### src/sv/interpolating_sample_voice_mixer_defines.svh
// Assertion helpers shared by the voice mixer modules.
// Each macro expects clk and rst_n in the scope where it is used.
`ifndef INTERPOLATING_SAMPLE_VOICE_MIXER_DEFINES_SVH
`define INTERPOLATING_SAMPLE_VOICE_MIXER_DEFINES_SVH

// Same-cycle implication, checked out of reset.
`define ISVM_ASSERT_IMP(lbl, ante, cons, msg) \
  lbl: assert property (@(posedge clk) disable iff (!rst_n) (ante) |-> (cons)) else $error(msg);

// Next-cycle implication, checked out of reset.
`define ISVM_ASSERT_NXT(lbl, ante, cons, msg) \
  lbl: assert property (@(posedge clk) disable iff (!rst_n) (ante) |=> (cons)) else $error(msg);

`endif

### src/sv/isvm_pkg.sv
package isvm_pkg;

  // Table and channel sizing
  localparam int SAMPLE_DEPTH = 4096;
  localparam int CHANNELS     = 2;
  localparam int ADDR_W       = $clog2(SAMPLE_DEPTH);
  localparam int IDX_W        = ADDR_W + 1;
  localparam int FRAC_W       = 16;
  localparam int PHASE_W      = IDX_W + FRAC_W;

  // Field widths
  localparam int SAMPLE_W     = 16;
  localparam int STEP_W       = 20;
  localparam int START_W      = 28;
  localparam int VOL_W        = 16;
  localparam int COUNT_W      = 13;
  localparam int CFG_W        = 28;
  localparam int CFG_IDX_W    = 3;

  // Command queue depth
  localparam int QUEUE_DEPTH  = 2;

  // Register reset values and limits
  localparam logic [STEP_W-1:0] STEP_RESET = 20'h10000;
  localparam logic [VOL_W-1:0]  VOL_RESET  = 16'd16384;
  localparam logic [VOL_W-1:0]  VOL_MAX    = 16'd32768;

  typedef enum logic [CFG_IDX_W-1:0] {
    REG_PHASE_STEP   = 3'd0,
    REG_START_PHASE  = 3'd1,
    REG_VOLUME       = 3'd2,
    REG_LOOP_ENABLE  = 3'd3,
    REG_SAMPLE_COUNT = 3'd4
  } reg_idx_t;

  typedef enum logic [1:0] {
    OP_LOAD,
    OP_RENDER,
    OP_RESTART
  } op_t;

  typedef struct packed {
    logic [1:0]                 func;
    logic [11:0]                sample_addr;
    logic signed [SAMPLE_W-1:0] sample_value;
    logic signed [SAMPLE_W-1:0] existing_left;
    logic signed [SAMPLE_W-1:0] existing_right;
  } in_item_t;

  typedef struct packed {
    logic signed [SAMPLE_W-1:0] mixed_left;
    logic signed [SAMPLE_W-1:0] mixed_right;
    logic                       voice_done;
  } out_item_t;

  typedef struct packed {
    logic [STEP_W-1:0]  phase_step;
    logic [START_W-1:0] start_phase;
    logic [VOL_W-1:0]   volume;
    logic               loop_enable;
    logic [COUNT_W-1:0] sample_count;
  } cfg_t;

  typedef struct packed {
    op_t                        op;
    logic [11:0]                addr;
    logic signed [SAMPLE_W-1:0] value;
    logic signed [SAMPLE_W-1:0] ex_left;
    logic signed [SAMPLE_W-1:0] ex_right;
  } cmd_t;

endpackage

### src/sv/isvm_queue.sv
`include "interpolating_sample_voice_mixer_defines.svh"

module isvm_queue (
  input  logic           clk,
  input  logic           rst_n,
  input  logic           push,
  input  isvm_pkg::cmd_t push_cmd,
  output logic           full,
  input  logic           pop,
  output logic           valid,
  output isvm_pkg::cmd_t head
);

  localparam int PTR_W = $clog2(isvm_pkg::QUEUE_DEPTH);
  localparam int CNT_W = $clog2(isvm_pkg::QUEUE_DEPTH + 1);

  isvm_pkg::cmd_t   mem_r [isvm_pkg::QUEUE_DEPTH];
  logic [PTR_W-1:0] wr_ptr_r;
  logic [PTR_W-1:0] wr_ptr_nxt;
  logic [PTR_W-1:0] rd_ptr_r;
  logic [PTR_W-1:0] rd_ptr_nxt;
  logic [CNT_W-1:0] cnt_r;
  logic [CNT_W-1:0] cnt_nxt;

  assign full  = cnt_r == CNT_W'(isvm_pkg::QUEUE_DEPTH);
  assign valid = cnt_r != '0;
  assign head  = mem_r[rd_ptr_r];

  // Advance pointers with wrap, track fill
  always_comb begin
    wr_ptr_nxt = wr_ptr_r;
    rd_ptr_nxt = rd_ptr_r;
    cnt_nxt    = cnt_r;
    if (push) begin
      wr_ptr_nxt = (wr_ptr_r == PTR_W'(isvm_pkg::QUEUE_DEPTH - 1)) ? '0
                                                                 : wr_ptr_r + PTR_W'(1);
    end
    if (pop) begin
      rd_ptr_nxt = (rd_ptr_r == PTR_W'(isvm_pkg::QUEUE_DEPTH - 1)) ? '0
                                                                 : rd_ptr_r + PTR_W'(1);
    end
    if (push && !pop) begin
      cnt_nxt = cnt_r + CNT_W'(1);
    end else if (pop && !push) begin
      cnt_nxt = cnt_r - CNT_W'(1);
    end
  end

  always_ff @(posedge clk) begin
    if (!rst_n) begin
      wr_ptr_r <= '0;
      rd_ptr_r <= '0;
      cnt_r    <= '0;
    end else begin
      wr_ptr_r <= wr_ptr_nxt;
      rd_ptr_r <= rd_ptr_nxt;
      cnt_r    <= cnt_nxt;
    end
  end

  // Store the pushed beat
  always_ff @(posedge clk) begin
    if (push) begin
      mem_r[wr_ptr_r] <= push_cmd;
    end
  end

  `ISVM_ASSERT_IMP(a_no_push_when_full, push && !pop, !full, "queue overflow")
  `ISVM_ASSERT_IMP(a_no_pop_when_empty, pop, valid, "queue underflow")
  `ISVM_ASSERT_NXT(a_push_fills, push && !pop, cnt_r != '0, "push lost")

endmodule

### config.mk
export PLATFORM = sky130hd
export DESIGN_NAME = isvm_queue
export DESIGN_NICKNAME = d
export VERILOG_FILES = /design/src/sv/isvm_pkg.sv /design/src/sv/isvm_queue.sv
export VERILOG_INCLUDE_DIRS = /design/src /design/src/sv
export SDC_FILE = /design/constraint.sdc
export NUM_CORES = 1
export LEC_CHECK = 0
export ABC_AREA = 1
export BUFFER_PORTS_ARGS = -buffer_cell sky130_fd_sc_hd__clkbuf_2
export CAP_MARGIN = 20
export CORE_UTILIZATION = 47
export DETAILED_ROUTE_END_ITERATION = 6
export HOLD_SLACK_MARGIN = 0.03
export PLACE_DENSITY = 0.78
export SYNTH_ARGS = -nofsm -noshare
export SYNTH_HDL_FRONTEND = slang
export SYNTH_SLANG_ARGS = --single-unit
### constraint.sdc
create_clock -name clk -period 3.92 [get_ports clk]
set_clock_uncertainty 0.1 [all_clocks]
set_input_delay 0.784 -clock clk [delete_from_list [all_inputs] [get_ports clk]]
set_output_delay 0.784 -clock clk [all_outputs]
set_load 0.005 [all_outputs]
==> impl_metrics.yaml <==
floorplan:
  die_area_mm2: 0.01107
  start_util_pct: 48.49
  core-area_mm2: 0.01032
  pin_count: 130
  die_y_um: 105.2
  rows: 37
  die_w_um: 105.2
synth:
  synth_nets: 295
  synth.avg_cell_area_um2: 21.96
  synth_area_mm2: 0.005006
  ys_ff_latch: 129
  syn-instance-count: 228
  yosys_warnings: 0
  synth_cell_types: 14
  synth_seq_area_share_pct: 76.38
detailed_routing:
  via_count: 2491
  initialDrtViolationCount: 76
  vias_per_cell: 4.763
  post_drt_wl_per_cell_um: 15.46
  firstDrtPassIters: 4
  drc: 0
  drt_wl_total_mm: 8.088
  drt.antenna.violating_nets: 0
outcome:
  status: "complete, no violations"
final_layout:
  syn_to_final_growth_pct: 26.57
  mostFrequentLayoutCells: "clkbuf_2, edfxtp_1, mux2_4"
  final_common_cell: "clkbuf_2"
  fillers: 771
  seq_area_mm2: 0.003827
  finish.utilization_pct: 61.37
  multiInputGateArea_mm2: 0.001028
  fin_nets: 441
  layout-drive-gt1-share_pct: 58.91
  n_antenna_cell: 0
place:
  portBuffers: 129
  gp_congestion: 0.6860
  hpwl_mm: 5.380
  pre_cts_ws_ps: 1447
clock_network:
  h-tree-depth: 4
  clockBufferDepth: 2
  cts_buffers: 17
  cts_resized: 0
  clock_latency_ps: 510
  cts_tree: "yes"
  clkSinkCount: 129
  postCtsSetupBuffers: 0
  clkSlewWorstSetupHoldPaths_ps: 60
  root_buffer: "clkbuf_8"
  holdBufCountCts: 0
run:
  max_cap_viol_count: 0
worst_setup_path:
  crit_fanout: 28
  path_class: "reg2out"
  start_kind: "flip-flop"
  endpoint_kind: "output pin"
  cp.arrival_ps: 2080
  required_ps: 3040
global_routing:
  grt_pass1_vias: 2560
  grt_pass1_wl_mm: 12.28
  grt_overflow: 0
  track_usage_pct: 15.20
  grt_max_degree: 35
  antenna_found_initial: 0
timing:
  min_period_ps: 2961
  setup_slack_ps: 958.9
  hold_violations: 0
  drv_slew: 0
  worstMarginPinSlew_ps: 721.3
  maxSlewHeadroom_pct: 51.84
  final.setup.tns_ps: 0
  rsz0062_at_grt: "no"
  min_period_over_period_pct: 75.54
  setup_viol: 0
  fmax_mhz: 337.7
power:
  leakagePower_nw: 2.606
  ir_worst_vdd_uv: 252.6
  powerDensity_mw_per_mm2: 541.7
worst_hold_path:
  hold_path.class: "in2reg"
synthesized netlist by cell type:
library cell	number	area (um^2)
buf_6	1	11.26
ha_1	1	12.51
dfxtp_1	5	100.1
inv_1	8	30.03
edfxtp_1	124	3724
nor2_1	8	30.03
buf_12	6	120.1
mux2_2	2	22.52
nand3_1	1	5.000
nand4_1	1	6.260
o21ai_0	1	5.000
nand2_1	9	33.78
mux2_4	60	900.9
a21oi_1	1	5.000
sequential cells by signal (all words and copies together) (netlist names), named ones only:
register and flops:
cnt_r 2, rd_ptr_r 1, mem_r 124, wr_ptr_r 1
layer usage:
metal,share of wire [%],wire (um),global-route usage (%)
met5,0,0,0
met4,1.5,122,7.545
met3,6.0,485,4.866
met2,51,4121,25.47
met1,42,3359,17.52
power breakdown:
group          internal (W)  leakage [nW]  switching, W
combinational      0.000161          1.12      0.000124
sequential          0.00160          1.21     0.0000306
clock              0.000964         0.280      0.000557
total               0.00272          2.61      0.000712
critical path, cell delays in order, from the launching register on:
cell	delay (ps)
dfxtp_4	660
buf_4	420
mux2_4	340
clkbuf_2	120
metrics by stage:
step	cells	hold WS, ps	power [W]	area (um^2)
finish	523	362.0	0.003433	6336
global route	523	336.2	0.003554	6336
CTS	523	342.3	0.003474	6336
detailed placement	491	432.2	0.001945	5752
global placement	491	377.4	0.001931	5752
floorplan	228	363.5	0.001829	5009
layout make-up:
cell class	count	area share [%]
Clock buffer	18	6.596
Clock inverter	14	2.626
Inverter	8	0.4739
Multi-Input combinational cell	84	16.23
Sequential cell	129	60.41
Tap cell	136	2.686
Timing Repair Buffer	134	10.98
cell families (layout without fill, tap and decap cells):
family                     count (synthesis)  count (layout)  share of synthesized area [%]
buffers and inverters                     15             174                          3.224
adders and majority gates                  1               1                         0.2499
and+or+nand+nor                           19              19                          1.500
muxes                                     62              62                          18.45
AOI/OAI and AO/OA                          2               2                         0.1998
DFF                                      129             129                          76.38
path summary, 6_finish.rpt:
path	from	end	slack [ps]	cells after the start
worst min-delay path	push_cmd[50]	mem_r[0][50]	360	1
worst max register to register	wr_ptr_r	mem_r[1][18]	2150	3
worst min register to register	wr_ptr_r	wr_ptr_r	440	2
worst max-delay path	flip-flop	head[43]	960	3
Note: power is estimated with default switching activity, not from simulation.
