File: src/sv/interpolating_sample_voice_mixer_defines.svh
// Assertion helpers shared by the voice mixer modules.
// Each macro expects clk and rst_n in the scope where it is used.
`ifndef INTERPOLATING_SAMPLE_VOICE_MIXER_DEFINES_SVH
`define INTERPOLATING_SAMPLE_VOICE_MIXER_DEFINES_SVH

// Same-cycle implication, checked out of reset.
`define ISVM_ASSERT_IMP(lbl, ante, cons, msg) \
  lbl: assert property (@(posedge clk) disable iff (!rst_n) (ante) |-> (cons)) else $error(msg);

// Next-cycle implication, checked out of reset.
`define ISVM_ASSERT_NXT(lbl, ante, cons, msg) \
  lbl: assert property (@(posedge clk) disable iff (!rst_n) (ante) |=> (cons)) else $error(msg);

`endif

File: src/sv/isvm_pkg.sv
package isvm_pkg;

  // Table and channel sizing
  localparam int SAMPLE_DEPTH = 4096;
  localparam int CHANNELS     = 2;
  localparam int ADDR_W       = $clog2(SAMPLE_DEPTH);
  localparam int IDX_W        = ADDR_W + 1;
  localparam int FRAC_W       = 16;
  localparam int PHASE_W      = IDX_W + FRAC_W;

  // Field widths
  localparam int SAMPLE_W     = 16;
  localparam int STEP_W       = 20;
  localparam int START_W      = 28;
  localparam int VOL_W        = 16;
  localparam int COUNT_W      = 13;
  localparam int CFG_W        = 28;
  localparam int CFG_IDX_W    = 3;

  // Command queue depth
  localparam int QUEUE_DEPTH  = 2;

  // Register reset values and limits
  localparam logic [STEP_W-1:0] STEP_RESET = 20'h10000;
  localparam logic [VOL_W-1:0]  VOL_RESET  = 16'd16384;
  localparam logic [VOL_W-1:0]  VOL_MAX    = 16'd32768;

  typedef enum logic [CFG_IDX_W-1:0] {
    REG_PHASE_STEP   = 3'd0,
    REG_START_PHASE  = 3'd1,
    REG_VOLUME       = 3'd2,
    REG_LOOP_ENABLE  = 3'd3,
    REG_SAMPLE_COUNT = 3'd4
  } reg_idx_t;

  typedef enum logic [1:0] {
    OP_LOAD,
    OP_RENDER,
    OP_RESTART
  } op_t;

  typedef struct packed {
    logic [1:0]                 func;
    logic [11:0]                sample_addr;
    logic signed [SAMPLE_W-1:0] sample_value;
    logic signed [SAMPLE_W-1:0] existing_left;
    logic signed [SAMPLE_W-1:0] existing_right;
  } in_item_t;

  typedef struct packed {
    logic signed [SAMPLE_W-1:0] mixed_left;
    logic signed [SAMPLE_W-1:0] mixed_right;
    logic                       voice_done;
  } out_item_t;

  typedef struct packed {
    logic [STEP_W-1:0]  phase_step;
    logic [START_W-1:0] start_phase;
    logic [VOL_W-1:0]   volume;
    logic               loop_enable;
    logic [COUNT_W-1:0] sample_count;
  } cfg_t;

  typedef struct packed {
    op_t                        op;
    logic [11:0]                addr;
    logic signed [SAMPLE_W-1:0] value;
    logic signed [SAMPLE_W-1:0] ex_left;
    logic signed [SAMPLE_W-1:0] ex_right;
  } cmd_t;

endpackage

File: src/sv/isvm_front.sv
module isvm_front (
  input  logic                                clk,
  input  logic                                rst_n,
  input  logic                                in_valid,
  input  isvm_pkg::in_item_t                  in_item,
  output logic                                in_stall,
  input  logic                                cfg_we,
  input  logic [isvm_pkg::CFG_IDX_W-1:0]      cfg_index,
  input  logic [isvm_pkg::CFG_W-1:0]          cfg_wdata,
  output isvm_pkg::cfg_t                      cfg,
  input  logic                                q_full,
  output logic                                q_push,
  output isvm_pkg::cmd_t                      q_cmd
);

  typedef enum logic [1:0] {
    FUNC_LOAD    = 2'd0,
    FUNC_RENDER  = 2'd1,
    FUNC_RESTART = 2'd2
  } func_t;

  isvm_pkg::cfg_t cfg_r;
  isvm_pkg::cfg_t cfg_nxt;
  logic           accept;
  logic           keep;

  // Stall while the queue has no room
  assign in_stall = q_full;
  assign accept   = in_valid && !q_full;

  // Classify the beat; drop unused codes and out-of-range loads
  always_comb begin
    q_cmd.addr     = in_item.sample_addr;
    q_cmd.value    = in_item.sample_value;
    q_cmd.ex_left  = in_item.existing_left;
    q_cmd.ex_right = in_item.existing_right;
    q_cmd.op       = isvm_pkg::OP_RENDER;
    keep           = 1'b0;
    case (in_item.func)
      FUNC_LOAD: begin
        q_cmd.op = isvm_pkg::OP_LOAD;
        keep     = int'(in_item.sample_addr) < isvm_pkg::SAMPLE_DEPTH;
      end
      FUNC_RENDER: begin
        q_cmd.op = isvm_pkg::OP_RENDER;
        keep     = 1'b1;
      end
      FUNC_RESTART: begin
        q_cmd.op = isvm_pkg::OP_RESTART;
        keep     = 1'b1;
      end
      default: keep = 1'b0;
    endcase
  end

  assign q_push = accept && keep;

  // Register writes
  always_comb begin
    cfg_nxt = cfg_r;
    if (cfg_we) begin
      case (cfg_index)
        isvm_pkg::REG_PHASE_STEP:
          cfg_nxt.phase_step = cfg_wdata[isvm_pkg::STEP_W-1:0];
        isvm_pkg::REG_START_PHASE:
          cfg_nxt.start_phase = cfg_wdata[isvm_pkg::START_W-1:0];
        isvm_pkg::REG_VOLUME:
          cfg_nxt.volume = cfg_wdata[isvm_pkg::VOL_W-1:0];
        isvm_pkg::REG_LOOP_ENABLE:
          cfg_nxt.loop_enable = cfg_wdata[0];
        isvm_pkg::REG_SAMPLE_COUNT:
          cfg_nxt.sample_count = cfg_wdata[isvm_pkg::COUNT_W-1:0];
        default: cfg_nxt = cfg_r;
      endcase
    end
  end

  always_ff @(posedge clk) begin
    if (!rst_n) begin
      cfg_r.phase_step   <= isvm_pkg::STEP_RESET;
      cfg_r.start_phase  <= '0;
      cfg_r.volume       <= isvm_pkg::VOL_RESET;
      cfg_r.loop_enable  <= 1'b0;
      cfg_r.sample_count <= '0;
    end else begin
      cfg_r <= cfg_nxt;
    end
  end

  assign cfg = cfg_r;

endmodule

File: config.mk
export PLATFORM = sky130hd
export DESIGN_NAME = isvm_front
export DESIGN_NICKNAME = d
export VERILOG_FILES = /design/src/sv/interpolating_sample_voice_mixer_defines.svh /design/src/sv/isvm_pkg.sv /design/src/sv/isvm_front.sv
export SDC_FILE = /design/constraint.sdc
export NUM_CORES = 1
export LEC_CHECK = 0
export BUFFER_PORTS_ARGS = -buffer_cell sky130_fd_sc_hd__buf_2
export CELL_PAD_IN_SITES_DETAIL_PLACEMENT = 1
export CELL_PAD_IN_SITES_GLOBAL_PLACEMENT = 2
export CORE_ASPECT_RATIO = 2
export CORE_MARGIN = 2
export CORE_UTILIZATION = 24
export CTS_BUF_LIST = sky130_fd_sc_hd__clkbuf_2
export CTS_CLUSTER_SIZE = 10
export DETAILED_ROUTE_END_ITERATION = 7
export GPL_TIMING_DRIVEN = 0
export PLACE_DENSITY_LB_ADDON = 0.1
export SLEW_MARGIN = 20
export SYNTH_ARGS = -nofsm -noshare
export SYNTH_HDL_FRONTEND = slang
export SYNTH_SLANG_ARGS = --single-unit
File: constraint.sdc
create_clock -name clk -period 2.6 [get_ports clk]
set_input_delay 0.13 -clock clk [delete_from_list [all_inputs] [get_ports clk]]
set_output_delay 0.13 -clock clk [all_outputs]
set_load 0.005 [all_outputs]
==> metrics.txt, run 1 <==
post-synthesis register bit count 78; dpl ws 1070 ps; Die Span X 88.2 um; number of global-route vias before repair 3,255; Synth Cell Area 3400 um^2; via count 3,176; DP Area 4530 um^2; setup_tns 0 ps; crit-path cells dlygate4sd3_1 -> buf_2 -> nand4b_1 -> dlygate4sd3_1 -> mux2i_1 -> dlygate4sd3_1; Post-Synthesis Net Count 454; # port buffers 178; fraction of layout cells with a size suffix above 1 45.8%; RSZ-0062 raised after global routing false; routability cong. 0.712; number of buffers on the longest clock path 2; Routed Antenna Nets 0; YS warnings 0; Yosys cell types 14; setup bufs post-CTS 0; Cells after Synth 356; Worst Path Buf+Inv 4; Core ar. 13,900 um^2; via/cell ratio 4.12; Pwr Density 454 nW/um^2; initial antenna violation count 1; dpl hpwl 9040 um; final setup violating endpoints 0; maxcap violations 0; leakage power figure 2.69 nW; minimum clock period 1700 ps; Std-Cell Rows 61; Total Die Area 15,200 um^2; max FFs per register 78; hold_ws 199 ps; Area growth syn-to-layout 45.7%; largest net degree at the start of global routing 14; DRC viols 0; CP Launch Type input pin; final critical-path share of the clock period 65.5%; register area share after synthesis 45.9%; Max stage delay on crit path 570 ps; Hold WC Path Type input pin to register; clock slew at reported path FFs 220 ps; Post-Layout Cell Count 771; post-cts resize count 0; commonest cells after routing, fill and taps aside buf_2 (184), nand2_1 (104), mux2i_1 (78), dfxtp_1 (78), buf_4 (63); first-pass GRT wire length 16,800 um; Max transition margin 57.3%; final WL 11,600 um; Hold Violations, Final 0; most common cell after layout, fill and taps aside buf_2; Worst Tran Pin Value 640 ps; skew final 0 ps; crit path capture type register; Ports 240; Crit path top cell by count dlygate4sd3_1; kind of cell adding the most delay to the critical path buffers and inverters; crit-path max FO 5; final instance area 4960 um^2; Routed WL per cell 15.0 um; synthesized area per cell 9.56 um^2; Post-Place Cells 723; Die Height 172 um; final-report max-slew violation count 0; Max Clock Freq 0.587 GHz; status finished, final reports clean; Num CTS Buffers 9; Worst path slowest cell dlygate4sd3_1; final worst slack 898 ps; global route total overflow 0; Initial Utilization 24.5%; drt pass-1 iters 4; Max IR drop VDD 0.171 mV; CP Data Arrival Time 2180 ps; Setup CP Type input pin to register; Initial DRC Count 37; Req. time, crit path 3080 ps; CTS Sinks 78; latest clock arrival within the worst-skew pair 490 ps; Nets 674; CTS root buf clkbuf_2; # H-tree levels 3; Global Route Usage Sum 14.8%; CTS tree built
[timing repair]
action	CTS	global route
hold buffers	31	0
endpoints found under the hold margin	75	0
endpoints found under the setup margin	0	0
[synthesized netlist by cell type]
cell         n  area share [%]
a211oi_1     1            0.22
and4bb_2     1            0.37
buf_2        6            0.88
buf_4       63              14
buf_6        2            0.66
clkbuf_1    13             1.4
dfxtp_1     78              46
inv_1        1            0.11
mux2i_1     78              23
nand2_1    104              11
nand4b_1     1            0.26
nand4bb_1    2            0.66
nor2b_1      5            0.92
or4b_1       1            0.29
[through the flow]
stage               total power [mW]  util, %
floorplan                       1.43        -
global placement                1.58     32.6
detailed placement              1.58     32.6
CTS                             2.31     35.7
global route                    2.38     35.7
finish                          2.25     35.7
[tightest hold or removal path, stage by stage]
cell and delay, ps:
buf_2 120, nand4bb_1 90, buf_2 240, mux2i_1 110
[path summary, 6_finish.rpt]
| kind | from | endpoint | slack [ps] | cells after the start |
|---|---|---|---|---|
| worst max-delay path | cfg_we | cfg[13]$_SDFFE_PN0P_ | 900 | 6 |
| worst min-delay path | cfg_index[1] | cfg[17]$_SDFFE_PN0P_ | 200 | 4 |
| worst max register to register | cfg[13]$_SDFFE_PN0P_ | cfg[13]$_SDFFE_PN0P_ | 1470 | 3 |
| worst min register to register | cfg[58]$_SDFFE_PN0P_ | cfg[58]$_SDFFE_PN0P_ | 470 | 2 |
[kinds of logic (layout without fill, tap and decap cells)]
logic type | Yosys count | count (layout) | share of synthesized area (%)
AO/OA/AOI/OAI | 1 | 1 | 0.221
buffers and inverters | 85 | 310 | 17.0
flip-flops | 78 | 78 | 45.9
multiplexers | 78 | 78 | 22.9
other | 0 | 1 | 0
AND/OR/NAND/NOR | 114 | 114 | 14.0
[area by class of cell]
type	count	area, um^2
plain buffers	84	574
diodes	1	2.50
repair buffers	209	1200
clock buffers	11	55.1
fillers	1733	8930
flip-flops and latches	78	1560
well taps	189	236
clock inverters	5	60.1
multi-input cells	193	1260
inverters	1	3.75
[metal layers]
layer | part of all wire, % | global-route usage [%] | vias up
met5 | 0 | 0 | -
met4 | 1.1 | 4.74 | 0
met3 | 8.5 | 3.87 | 6
met2 | 56 | 29.7 | 162
met1 | 34 | 13.9 | 1477
li1 | - | - | 1531
[where the power goes]
group / internal [mW] / leakage (nW) / switching [mW]
Clock: 0.232 / 0.0721 / 0.436
Combinational: 0.196 / 1.98 / 0.149
Sequential: 1.22 / 0.631 / 0.0138
Total: 1.65 / 2.69 / 0.599
Note: power is estimated with default switching activity, not from simulation.
==> run 2: changes to the inputs <==
- CORE_UTILIZATION: 24 -> 22
- clock period: 2.6 -> 1.7 ns (I/O delays scaled with it)
==> run 2 against run 1 <==
Net effect:
- count of clock-buffer cells in the layout down 1
- non-clock buffer count rose by 1
- critical endpoint unchanged
- global-route usage decreased by 0.33 points
- worst hold slack got worse by 54 ps
- sequential power increased by 52%
- sequential cell count is the same
- first-iteration DRC count fell by 2.7%
- critical path depth is the same
- register-to-register slack got worse by 920 ps
- sequential share of layout area is essentially flat
- clock skew is the same
==> metrics.txt, run 2 (synthesis results as in run 1) <==
fraction of layout cells with a size suffix above 1 45.7%; Pwr Density 667 nW/um^2; Ports 240; global route total overflow 0; fill count 1,869; maxcap violations 0; Max IR drop VDD 0.272 mV; final critical-path share of the clock period 96.9%; Nets 675; Routed WL per cell 15.3 um; setup_tns 0 ps; number of buffers on the longest clock path 2; CTS Sinks 78; leakage power figure 2.68 nW; Hold WC Path Type input pin to register; final setup violating endpoints 0; Setup CP Type input pin to register; final-report max-slew violation count 0; Initial DRC Count 36; Total Die Area 16,500 um^2; hold_buf cts 32; Req. time, crit path 2190 ps; Die Height 180 um; clock slew at reported path FFs 240 ps; largest net degree at the start of global routing 14; Max Clock Freq 0.607 GHz; most common cell after layout, fill and taps aside buf_2; initial antenna violation count 1; CTS root buf clkbuf_2; DRC viols 0; minimum clock period 1650 ps; Max transition margin 54.4%; drt pass-1 iters 4; commonest cells after routing, fill and taps aside buf_2 (184), nand2_1 (104), mux2i_1 (78), dfxtp_1 (78), buf_4 (63); via/cell ratio 4.06; final WL 12,000 um; Post-Layout Cell Count 781; max FFs per register 78; latest clock arrival within the worst-skew pair 520 ps; final worst slack 53.4 ps; CTS tree built; dpl hpwl 9270 um; Initial Utilization 22.4%; crit-path max FO 5; RSZ-0062 raised after global routing false; # port buffers 178; Core ar. 15,200 um^2; CP Launch Type input pin; Worst Tran Pin Value 684 ps; # H-tree levels 3; Post-Place Cells 732; Global Route Usage Sum 14.5%; status finished, final reports clean; dpl ws 247 ps; number of global-route vias before repair 3,339; Hold Violations, Final 0; setup bufs post-CTS 0; CP Data Arrival Time 2140 ps; post-cts resize count 0; Num CTS Buffers 9; Std-Cell Rows 64; via count 3,167; routability cong. 0.695; Area growth syn-to-layout 45.6%; crit path capture type register; Die Span X 91.9 um; first-pass GRT wire length 18,200 um; fin util 32.6%; Routed Antenna Nets 0; skew final 0 ps
run 2: area by class of cell:
| type | instances | area, um^2 | area share [%] |
|---|---|---|---|
| sequential | 78 | 1560 | 31.5 |
| clock buffer | 10 | 50.0 | 1.01 |
| inverter | 1 | 3.75 | 0.0758 |
| antenna | 1 | 2.50 | 0.0505 |
| timing repair buffer | 210 | 1210 | 24.5 |
| tap | 198 | 248 | 5.00 |
| multi-input combinational | 193 | 1260 | 25.5 |
| buffer | 84 | 574 | 11.6 |
| clock inverter | 6 | 38.8 | 0.783 |
run 2: worst paths after layout:
check / from / to / slack (ps) / depth (start not counted)
max: cfg_we / cfg[13]$_SDFFE_PN0P_ / 50 / 6
max reg2reg: cfg[13]$_SDFFE_PN0P_ / cfg[13]$_SDFFE_PN0P_ / 550 / 3
min: cfg_index[0] / cfg[18]$_SDFFE_PN0P_ / 150 / 4
min reg2reg: cfg[37]$_SDFFE_PN0P_ / cfg[37]$_SDFFE_PN0P_ / 470 / 2
run 2: power by group:
part           total [mW]  internal, mW  switching, mW
Clock               0.875         0.192          0.682
Combinational       0.533         0.301          0.232
Sequential           1.89          1.87         0.0207
Total                3.30          2.37          0.935
run 2: per-layer routing:
| layer | up-vias | GRT usage (%) | share of wire (%) |
|---|---|---|---|
| met1 | 1453 | 13.9 | 35 |
| met2 | 169 | 29.1 | 56 |
| met4 | 0 | 4.48 | 1.3 |
| met5 | - | 0 | 0 |
| li1 | 1536 | - | - |
| met3 | 9 | 3.73 | 7.7 |
run 2: worst max-delay path, cell delays in order:
cell and delay, ps:
dlygate4sd3_1 530, buf_2 150, nand4b_1 80, dlygate4sd3_1 560, mux2i_1 180, dlygate4sd3_1 550
run 2: per-stage QoR:
stage          instance area (um^2)  hold WS [ps]  power (mW)
6_report                       4950           145        3.30
5_1_grt                        4950          90.2        3.51
4_1_cts                        4950          89.8        3.39
3_5_place_dp                   4540           337        2.43
3_3_place_gp                   4540           335        2.42
2_1_floorplan                  3400           200        2.19
